===== src/rtl/core/dtts_pkg.sv =====
// Shared types and constants for the disk transfer track splitter.
// Used by dtts_div, disk_transfer_track_splitter and its testbench; depends on nothing.
`timescale 1ns / 1ps

package dtts_pkg;

    // Geometry
    localparam int DRIVES           = 4;
    localparam int BLOCKS_PER_TRACK = 20;
    localparam int TRACK_BYTES      = 10240;
    localparam int SECTOR_BYTES     = 256;
    localparam int LAST_TRACK       = 1023;
    localparam int MAX_RESULTS      = 16;

    // Field widths
    localparam int DRV_W    = (DRIVES > 1) ? $clog2(DRIVES) : 1;
    localparam int BLOCK_W  = 15;
    localparam int BYTE_W   = 16;
    localparam int ADDR_W   = 22;
    localparam int TRACK_W  = 10;
    localparam int CYL_W    = TRACK_W - 1;
    localparam int DA_W     = 16;
    localparam int WC_W     = 13;
    localparam int SECT_SH  = $clog2(SECTOR_BYTES);

    // Divider widths
    localparam int QUOT_W   = $clog2((2**BLOCK_W - 1) / BLOCKS_PER_TRACK + 1);
    localparam int REM_W    = $clog2(BLOCKS_PER_TRACK + 1);

    // Reciprocal of BLOCKS_PER_TRACK, exact over the whole block range
    localparam int RECIP_SH = 20;
    localparam int RECIP    = (2**RECIP_SH + BLOCKS_PER_TRACK - 1) / BLOCKS_PER_TRACK;
    localparam int RECIP_W  = $clog2(RECIP + 1);
    localparam int PROD_W   = BLOCK_W + RECIP_W;

    // Working widths
    localparam int TRK_W    = $clog2((2**BLOCK_W - 1) / BLOCKS_PER_TRACK + MAX_RESULTS + 1);
    localparam int SECT_W   = REM_W + 1;
    localparam int CNT_W    = $clog2(MAX_RESULTS + 1);

    typedef enum logic [1:0] {
        FUNC_XFER   = 2'd0,
        FUNC_POS    = 2'd1,
        FUNC_FORGET = 2'd2
    } func_t;

    typedef enum logic [2:0] {
        KIND_SEEK     = 3'd0,
        KIND_XFER     = 3'd1,
        KIND_HDR      = 3'd2,
        KIND_POS      = 3'd3,
        KIND_PAST_END = 3'd4
    } kind_t;

    typedef enum logic [2:0] {
        ST_IDLE,
        ST_DIV,
        ST_CHECK,
        ST_XFER,
        ST_ACK
    } state_t;

    // Divider status toward the sequencer
    typedef struct packed {
        logic              done;
        logic [QUOT_W-1:0] quot;
        logic [REM_W-1:0]  rem;
    } dtts_div_res_t;

endpackage


===== src/rtl/core/disk_transfer_track_splitter.sv =====
// Disk transfer track splitter: request in, seek/transfer commands out.
// Sequence: track divide, then per part a seek check and a transfer step, each waiting
// for a free output register; the seek check may end the request with a header-needed
// or past-end result, and a position report or forget is acknowledged from ST_ACK.
// Flow: one transaction at a time; a new request is accepted only in the idle state.
// Reset: synchronous active-low aresetn clears the sequencer, output valid and all known bits.
`timescale 1ns / 1ps

module disk_transfer_track_splitter (
    input  logic        aclk,
    input  logic        aresetn,
    // drive, block, byte_count, memory_address, is_read, header_track, zero pad
    input  logic [71:0] s_tdata,
    input  logic [1:0]  s_tuser,   // func
    input  logic        s_tvalid,
    output logic        s_tready,
    // out_drive, seek_distance, seek_outward, head_select, disk_address,
    // word_count, out_address, out_read, zero pad
    output logic [71:0] m_tdata,
    output logic [2:0]  m_tuser,   // kind
    output logic        m_tlast,
    output logic        m_tvalid,
    input  logic        m_tready
);
    import dtts_pkg::*;

    localparam logic [BYTE_W:0] TRACK_BYTES_W = (BYTE_W + 1)'(TRACK_BYTES);

    // Input fields
    logic [1:0]         in_drive;
    logic [BLOCK_W-1:0] in_block;
    logic [BYTE_W-1:0]  in_bytes;
    logic [ADDR_W-1:0]  in_addr;
    logic               in_read;
    logic [TRACK_W-1:0] in_hdr;
    logic               in_drive_ok;
    logic               accept;

    assign in_drive = s_tdata[1:0];
    assign in_block = s_tdata[16:2];
    assign in_bytes = s_tdata[32:17];
    assign in_addr  = s_tdata[54:33];
    assign in_read  = s_tdata[55];
    assign in_hdr   = s_tdata[65:56];
    assign in_drive_ok = {30'd0, in_drive} < DRIVES;

    state_t             state_reg, state_next;
    logic [DRV_W-1:0]   drive_reg, drive_next;
    logic [BYTE_W-1:0]  left_reg,  left_next;
    logic [ADDR_W-1:0]  addr_reg,  addr_next;
    logic               rd_reg,    rd_next;
    logic [TRK_W-1:0]   trk_reg,   trk_next;
    logic [SECT_W-1:0]  sect_reg,  sect_next;
    logic [BYTE_W-1:0]  room_reg,  room_next;
    logic [CNT_W-1:0]   cnt_reg,   cnt_next;
    logic [DRIVES-1:0]  known_reg, known_next;

    // Output register
    logic               m_valid_reg, m_valid_next;
    kind_t              o_kind_reg,  o_kind_next;
    logic [DRV_W-1:0]   o_drive_reg, o_drive_next;
    logic [CYL_W-1:0]   o_dist_reg,  o_dist_next;
    logic               o_outw_reg,  o_outw_next;
    logic               o_head_reg,  o_head_next;
    logic [DA_W-1:0]    o_da_reg,    o_da_next;
    logic [WC_W-1:0]    o_wc_reg,    o_wc_next;
    logic [ADDR_W-1:0]  o_addr_reg,  o_addr_next;
    logic               o_rd_reg,    o_rd_next;
    logic               o_last_reg,  o_last_next;

    // Head position store (contents undefined until reported)
    logic [TRACK_W-1:0] head_mem [DRIVES];
    logic               ht_we;
    logic [DRV_W-1:0]   ht_wa;
    logic [TRACK_W-1:0] ht_wd;

    dtts_div_res_t      div_res;
    logic               div_start;

    // Datapath temporaries
    logic               out_free;
    logic [TRACK_W-1:0] cur_track;
    logic [CYL_W-1:0]   cur_cyl, tgt_cyl;
    logic               outward, need_seek;
    logic [BYTE_W:0]    off_w;
    logic [BYTE_W-1:0]  part, left_after;
    logic [CNT_W-1:0]   cnt_inc;
    logic               part_last;

    dtts_div u_div (
        .aclk     (aclk),
        .aresetn  (aresetn),
        .start    (div_start),
        .dividend (in_block),
        .res      (div_res)
    );

    assign s_tready = (state_reg == ST_IDLE);
    assign accept   = s_tvalid && s_tready;
    assign out_free = !m_valid_reg || m_tready;

    // Seek arithmetic against the stored head position
    always_comb begin
        cur_track = head_mem[drive_reg];
        cur_cyl   = cur_track[TRACK_W-1:1];
        tgt_cyl   = trk_reg[TRACK_W-1:1];
        outward   = tgt_cyl > cur_cyl;
        need_seek = (cur_track != trk_reg[TRACK_W-1:0]);
        off_w     = (BYTE_W + 1)'(sect_reg) << SECT_SH;
        part      = (left_reg < room_reg) ? left_reg : room_reg;
        left_after = left_reg - part;
        cnt_inc   = cnt_reg + 1'b1;
        part_last = (left_after == '0) || (cnt_inc > CNT_W'(MAX_RESULTS - 2));
    end

    // Sequencer: next state and result generation
    always_comb begin
        state_next   = state_reg;
        drive_next   = drive_reg;
        left_next    = left_reg;
        addr_next    = addr_reg;
        rd_next      = rd_reg;
        trk_next     = trk_reg;
        sect_next    = sect_reg;
        room_next    = room_reg;
        cnt_next     = cnt_reg;
        known_next   = known_reg;
        div_start    = 1'b0;
        ht_we        = 1'b0;
        ht_wa        = drive_reg;
        ht_wd        = trk_reg[TRACK_W-1:0];

        m_valid_next = m_valid_reg && !m_tready;
        o_kind_next  = o_kind_reg;
        o_drive_next = o_drive_reg;
        o_dist_next  = o_dist_reg;
        o_outw_next  = o_outw_reg;
        o_head_next  = o_head_reg;
        o_da_next    = o_da_reg;
        o_wc_next    = o_wc_reg;
        o_addr_next  = o_addr_reg;
        o_rd_next    = o_rd_reg;
        o_last_next  = o_last_reg;

        case (state_reg)
            ST_IDLE: begin
                if (accept && in_drive_ok) begin
                    drive_next = in_drive[DRV_W-1:0];
                    left_next  = in_bytes;
                    addr_next  = in_addr;
                    rd_next    = in_read;
                    cnt_next   = '0;
                    case (s_tuser)
                        FUNC_XFER: begin
                            div_start  = 1'b1;
                            state_next = ST_DIV;
                        end
                        FUNC_POS: begin
                            ht_we = 1'b1;
                            ht_wa = in_drive[DRV_W-1:0];
                            ht_wd = in_hdr;
                            known_next[in_drive[DRV_W-1:0]] = 1'b1;
                            state_next = ST_ACK;
                        end
                        FUNC_FORGET: begin
                            known_next[in_drive[DRV_W-1:0]] = 1'b0;
                            state_next = ST_ACK;
                        end
                        default: begin
                            state_next = ST_IDLE;
                        end
                    endcase
                end
            end
            ST_DIV: begin
                if (div_res.done) begin
                    trk_next   = TRK_W'(div_res.quot);
                    sect_next  = {div_res.rem, 1'b0};
                    state_next = ST_CHECK;
                end
            end
            ST_CHECK: begin
                if (out_free) begin
                    o_drive_next = drive_reg;
                    o_dist_next  = '0;
                    o_outw_next  = 1'b0;
                    o_head_next  = 1'b0;
                    o_da_next    = '0;
                    o_wc_next    = '0;
                    o_addr_next  = '0;
                    o_rd_next    = 1'b0;
                    o_last_next  = 1'b1;
                    room_next    = (TRACK_BYTES_W > off_w) ?
                                   BYTE_W'(TRACK_BYTES_W - off_w) : '0;
                    if (trk_reg > TRK_W'(LAST_TRACK)) begin
                        m_valid_next = 1'b1;
                        o_kind_next  = KIND_PAST_END;
                        state_next   = ST_IDLE;
                    end else if (!known_reg[drive_reg]) begin
                        m_valid_next = 1'b1;
                        o_kind_next  = KIND_HDR;
                        state_next   = ST_IDLE;
                    end else begin
                        if (need_seek) begin
                            m_valid_next = 1'b1;
                            o_kind_next  = KIND_SEEK;
                            o_dist_next  = outward ? (tgt_cyl - cur_cyl) : (cur_cyl - tgt_cyl);
                            o_outw_next  = outward;
                            o_head_next  = trk_reg[0];
                            o_last_next  = 1'b0;
                            ht_we        = 1'b1;
                            cnt_next     = cnt_inc;
                        end
                        state_next = ST_XFER;
                    end
                end
            end
            ST_XFER: begin
                if (out_free) begin
                    m_valid_next = 1'b1;
                    o_kind_next  = KIND_XFER;
                    o_drive_next = drive_reg;
                    o_dist_next  = '0;
                    o_outw_next  = 1'b0;
                    o_head_next  = 1'b0;
                    o_da_next    = {trk_reg[TRACK_W-1:0], 6'(sect_reg)};
                    o_wc_next    = WC_W'(part >> 1);
                    o_addr_next  = addr_reg;
                    o_rd_next    = rd_reg;
                    o_last_next  = part_last;
                    left_next    = left_after;
                    addr_next    = addr_reg + ADDR_W'(part);
                    sect_next    = '0;
                    trk_next     = trk_reg + 1'b1;
                    cnt_next     = cnt_inc;
                    state_next   = part_last ? ST_IDLE : ST_CHECK;
                end
            end
            ST_ACK: begin
                if (out_free) begin
                    m_valid_next = 1'b1;
                    o_kind_next  = KIND_POS;
                    o_drive_next = drive_reg;
                    o_dist_next  = '0;
                    o_outw_next  = 1'b0;
                    o_head_next  = 1'b0;
                    o_da_next    = '0;
                    o_wc_next    = '0;
                    o_addr_next  = '0;
                    o_rd_next    = 1'b0;
                    o_last_next  = 1'b1;
                    state_next   = ST_IDLE;
                end
            end
            default: begin
                state_next = ST_IDLE;
            end
        endcase
    end

    // State and output registers
    always_ff @(posedge aclk) begin
        if (!aresetn) begin
            state_reg   <= ST_IDLE;
            m_valid_reg <= 1'b0;
            known_reg   <= '0;
            cnt_reg     <= '0;
        end else begin
            state_reg   <= state_next;
            m_valid_reg <= m_valid_next;
            known_reg   <= known_next;
            cnt_reg     <= cnt_next;
            drive_reg   <= drive_next;
            left_reg    <= left_next;
            addr_reg    <= addr_next;
            rd_reg      <= rd_next;
            trk_reg     <= trk_next;
            sect_reg    <= sect_next;
            room_reg    <= room_next;
            o_kind_reg  <= o_kind_next;
            o_drive_reg <= o_drive_next;
            o_dist_reg  <= o_dist_next;
            o_outw_reg  <= o_outw_next;
            o_head_reg  <= o_head_next;
            o_da_reg    <= o_da_next;
            o_wc_reg    <= o_wc_next;
            o_addr_reg  <= o_addr_next;
            o_rd_reg    <= o_rd_next;
            o_last_reg  <= o_last_next;
        end
    end

    // Head position store write
    always_ff @(posedge aclk) begin
        if (ht_we) begin
            head_mem[ht_wa] <= ht_wd;
        end
    end

    assign m_tvalid = m_valid_reg;
    assign m_tuser  = o_kind_reg;
    assign m_tlast  = o_last_reg;
    assign m_tdata  = {7'd0, o_rd_reg, o_addr_reg, o_wc_reg, o_da_reg,
                       o_head_reg, o_outw_reg, o_dist_reg, 2'(o_drive_reg)};

`ifndef SYNTHESIS
    // Header-needed and past-end results always close the request
    a_stop_is_last: assert property (@(posedge aclk) disable iff (!aresetn)
        m_tvalid && (m_tuser == KIND_HDR || m_tuser == KIND_PAST_END) |-> m_tlast)
        else $error("stop result without last");

    // A seek is always followed by its transfer
    a_seek_not_last: assert property (@(posedge aclk) disable iff (!aresetn)
        m_tvalid && (m_tuser == KIND_SEEK) |-> !m_tlast)
        else $error("seek marked last");

    // A transfer part never exceeds one track
    a_part_fits: assert property (@(posedge aclk) disable iff (!aresetn)
        m_tvalid && (m_tuser == KIND_XFER) |-> m_tdata[41:29] <= WC_W'(TRACK_BYTES / 2))
        else $error("transfer part beyond track");

    // Result count per request stays within bound
    a_count_bound: assert property (@(posedge aclk) disable iff (!aresetn)
        state_reg != ST_IDLE |-> cnt_reg <= CNT_W'(MAX_RESULTS))
        else $error("too many results for one request");
`endif

endmodule


===== src/rtl/core/dtts_div.sv =====
// Track divider: block number by BLOCKS_PER_TRACK through a reciprocal multiply.
// Quotient and remainder are valid the cycle after start. Depends on dtts_pkg.
`timescale 1ns / 1ps

module dtts_div (
    input  logic                           aclk,
    input  logic                           aresetn,
    input  logic                           start,
    input  logic [dtts_pkg::BLOCK_W-1:0]   dividend,
    output dtts_pkg::dtts_div_res_t        res
);
    import dtts_pkg::*;

    localparam logic [PROD_W-1:0] RECIP_X = PROD_W'(RECIP);

    logic [QUOT_W-1:0]  quo_reg,  quo_next;
    logic [BLOCK_W-1:0] blk_reg,  blk_next;
    logic               done_reg, done_next;
    logic [PROD_W-1:0]  prod;
    logic [BLOCK_W-1:0] quot_x;

    // Quotient from the scaled reciprocal, captured at start
    always_comb begin
        prod      = PROD_W'(dividend) * RECIP_X;
        quo_next  = quo_reg;
        blk_next  = blk_reg;
        done_next = start;
        if (start) begin
            quo_next = prod[RECIP_SH +: QUOT_W];
            blk_next = dividend;
        end
    end

    // Remainder: block minus quotient times track length
    assign quot_x = BLOCK_W'(quo_reg) * BLOCK_W'(BLOCKS_PER_TRACK);

    always_ff @(posedge aclk) begin
        if (!aresetn) begin
            done_reg <= 1'b0;
        end else begin
            done_reg <= done_next;
            quo_reg  <= quo_next;
            blk_reg  <= blk_next;
        end
    end

    assign res.done = done_reg;
    assign res.quot = quo_reg;
    assign res.rem  = REM_W'(blk_reg - quot_x);

endmodule


===== config.mk =====
export PLATFORM = sky130hd
export DESIGN_NAME = disk_transfer_track_splitter
export DESIGN_NICKNAME = d
export VERILOG_FILES = /design/src/rtl/core/dtts_pkg.sv /design/src/rtl/core/disk_transfer_track_splitter.sv /design/src/rtl/core/dtts_div.sv
export SDC_FILE = /design/constraint.sdc
export NUM_CORES = 1
export LEC_CHECK = 0
export ABC_CLOCK_PERIOD_IN_PS = 7900
export BUFFER_PORTS_ARGS = -buffer_cell sky130_fd_sc_hd__buf_2
export CAP_MARGIN = 30
export CORE_AREA = 2 2 191 193
export DETAILED_ROUTE_END_ITERATION = 6
export DIE_AREA = 0 0 193 195
export GPL_TIMING_DRIVEN = 0
export HOLD_SLACK_MARGIN = 0.02
export PLACE_DENSITY = 0.55
export REMOVE_ABC_BUFFERS = 1
export SLEW_MARGIN = 5
export SYNTH_ARGS = -nofsm -noshare
export SYNTH_HDL_FRONTEND = slang
export SYNTH_SLANG_ARGS = --single-unit

===== constraint.sdc =====
create_clock -name aclk -period 7.9 [get_ports aclk]
set_input_delay 1.185 -clock aclk [delete_from_list [all_inputs] [get_ports aclk]]
set_output_delay 1.185 -clock aclk [all_outputs]
set_load 0.05 [all_outputs]

==> flow_summary.ini <==
[floorplanning]
die_y_um = 195
rows = 69
dieArea_mm2 = 0.0376
io_pins = 156
die_w_um = 193
core_mm2 = 0.0354
start_util = 0.399

[critical_path]
worst-endpoint-arrival_ps = 6870
r2r-start = left_reg[11]
r2r_setup_slack_ps = 2990
rr_endpoint = addr_reg[17]
critical_path_class = in2reg
worstRegToRegCells = 17
cp.required_ps = 8170
path_max_fanout = 4
cp-end-kind = flop
critPathLaunchType = input port

[synth]
synth-edff-count = 187
async_flop_share = 0
yosysTopAreaCell = edfxtp_1
ys_seq_area_frac = 0.420
syn_inst = 1298
avgSynthCellArea_um2 = 10.9
synth_area_mm2 = 0.0141
synth_top_cell_area_share = 0.397
synth_flop_cell = edfxtp_1
synthTopCellsByArea = edfxtp_1, ha_1, fa_1, inv_1, nand2_1
ys_seq_elements = 203
synth.distinct_cells = 78
ys_warn_count = 0

[clocking]
cts.repair.resized = 0
cts_tree = done
cts_sinks = 203
cts_buffers = 23
cts_setup_buffers = 0
cts_root_buf = clkbuf_16
hold_buffers = 0
htreeDepth = 1
clock_latency_ps = 530
clockBufferDepth = 3
clk_pin_slew_ps = 60

[cells_and_area]
multi_input_area_mm2 = 0.00749
mostFrequentLayoutCells = edfxtp_1, ha_1, inv_1
fin_util = 0.455
regArea_mm2 = 0.00594
final_common_cell = edfxtp_1
fillCellCount = 3401
drive_gt1_frac = 0.158
largest_register_ffs = 40
final_cell_count_no_fill = 1914
syn_to_final_growth_pct = 14.0
nNetsFinal = 1739
antennaDiodeCount = 0

[sta]
finalSetupTns_ps = 0
worstMarginPinSlew_ps = 836
period_share = 0.835
min_period_ps = 6600
maxSlewHeadroom = 0.442
fin_ws_ps = 1300
setup_viol = 0
grt_setup_unrepaired = no
hold_viol_final = 0
drv_slew = 0
max_freq_ghz = 0.152
skew_ps = 9.40
hold_slack_ps = 514

[run]
maxCapViolCount = 0

[grt]
track_usage = 0.168
grt_pass1_vias = 9541
antenna_found_initial = 0
grt.overflow.total = 0
grt_pass1_wl_um = 50100
grt_max_degree = 72

[placement]
place_inst = 1870
port_buffers = 141
detailed_place_hpwl_um = 24700
dp_slack_ps = 738
gp_congestion = 0.843

[drt]
postRouteAntennaNets = 0
firstDrtPassIters = 5
routedWlPerCell_um = 16.4
drc_errors = 0
via_per_inst = 5.06
route.vias.total = 9683
drt_iter0_drc = 415
drt-total-wl_um = 31500

[outcome]
status = complete, no violations

[pwr]
powerDensity_mw_per_mm2 = 244
p_leak_nw = 7.10
vdd_drop_max_v = 0.000141

[min_path]
whs_path_depth = 2
hold_path.class = reg2reg
## synth_stat cells (all sizes together) (18+ instances only)
cell type	count
inv	144
clkbuf	31
o21ai	79
nor2	83
xor2	31
nand2	123
xnor2	40
a21oi	62
ha	168
buf	18
a21o	19
fa	57
edfxtp	187
and2	43
## metal layers
metal	part of all wire	wire [um]	global-route usage
met1	0.47	14900	0.241
met4	0.017	550	0.0393
met2	0.47	14600	0.271
met3	0.043	1340	0.0203
met5	0	0	0
## worst max-delay path, cell delays in order
cell	delay, ps
buf_2	120
inv_1	50
ha_1	260
inv_1	40
ha_1	340
xnor2_1	320
inv_1	150
fa_1	470
ha_1	330
a21o_1	200
fa_1	500
inv_1	60
fa_1	530
inv_1	40
ha_1	330
a2111oi_2	370
o21ai_1	130
a22oi_2	260
a21boi_2	130
a211oi_2	330
nor2b_1	100
or3_1	330
and2_1	160
xor2_1	130
## how the worst max path moves through the flow
stage,endpoint,startpoint,cells past startpoint
CTS,u_div.quo_reg[6],s_tdata[15],24
global placement,u_div.quo_reg[7],s_tdata[15],24
finish,u_div.quo_reg[6],s_tdata[15],24
detailed placement,u_div.quo_reg[7],s_tdata[15],24
global route,u_div.quo_reg[7],s_tdata[15],24
floorplan,u_div.quo_reg[6],s_tdata[15],23
## metrics by stage
step | instance area, um^2 | total power (W)
floorplan | 13900 | 0.00260
global placement | 15200 | 0.00296
detailed placement | 15400 | 0.00299
CTS | 16100 | 0.00398
global route | 16100 | 0.00426
finish | 16100 | 0.00393
## logic make-up (layout without fill, tap and decap cells)
kind of cell,count (synthesis),count (layout),synth area share
AOI/OAI and AO/OA,234,234,0.105
xor gates and xnor gates,71,71,0.0440
adders and majority gates,225,225,0.229
buffers and inverters,193,340,0.0552
DFF,203,203,0.420
muxes,26,26,0.0291
other,2,10,0.000531
and+or+nand+nor,344,344,0.117
## power breakdown
group / total, W / leakage [nW] / internal [W] / switching (W)
sequential: 0.00130 / 1.84 / 0.00127 / 0.0000310
combinational: 0.00166 / 4.93 / 0.000723 / 0.000935
clock: 0.000970 / 0.328 / 0.000540 / 0.000431
total: 0.00393 / 7.10 / 0.00253 / 0.00140
## area by class of cell
| class | count | share of cell area |
|---|---|---|
| inverters | 144 | 0.0336 |
| clock buffers | 31 | 0.0376 |
| multi-input cells | 910 | 0.465 |
| clock inverters | 11 | 0.00388 |
| flip-flops and latches | 203 | 0.368 |
| well taps | 461 | 0.0358 |
| repair buffers | 154 | 0.0557 |
(Power assumes the default switching activity.)
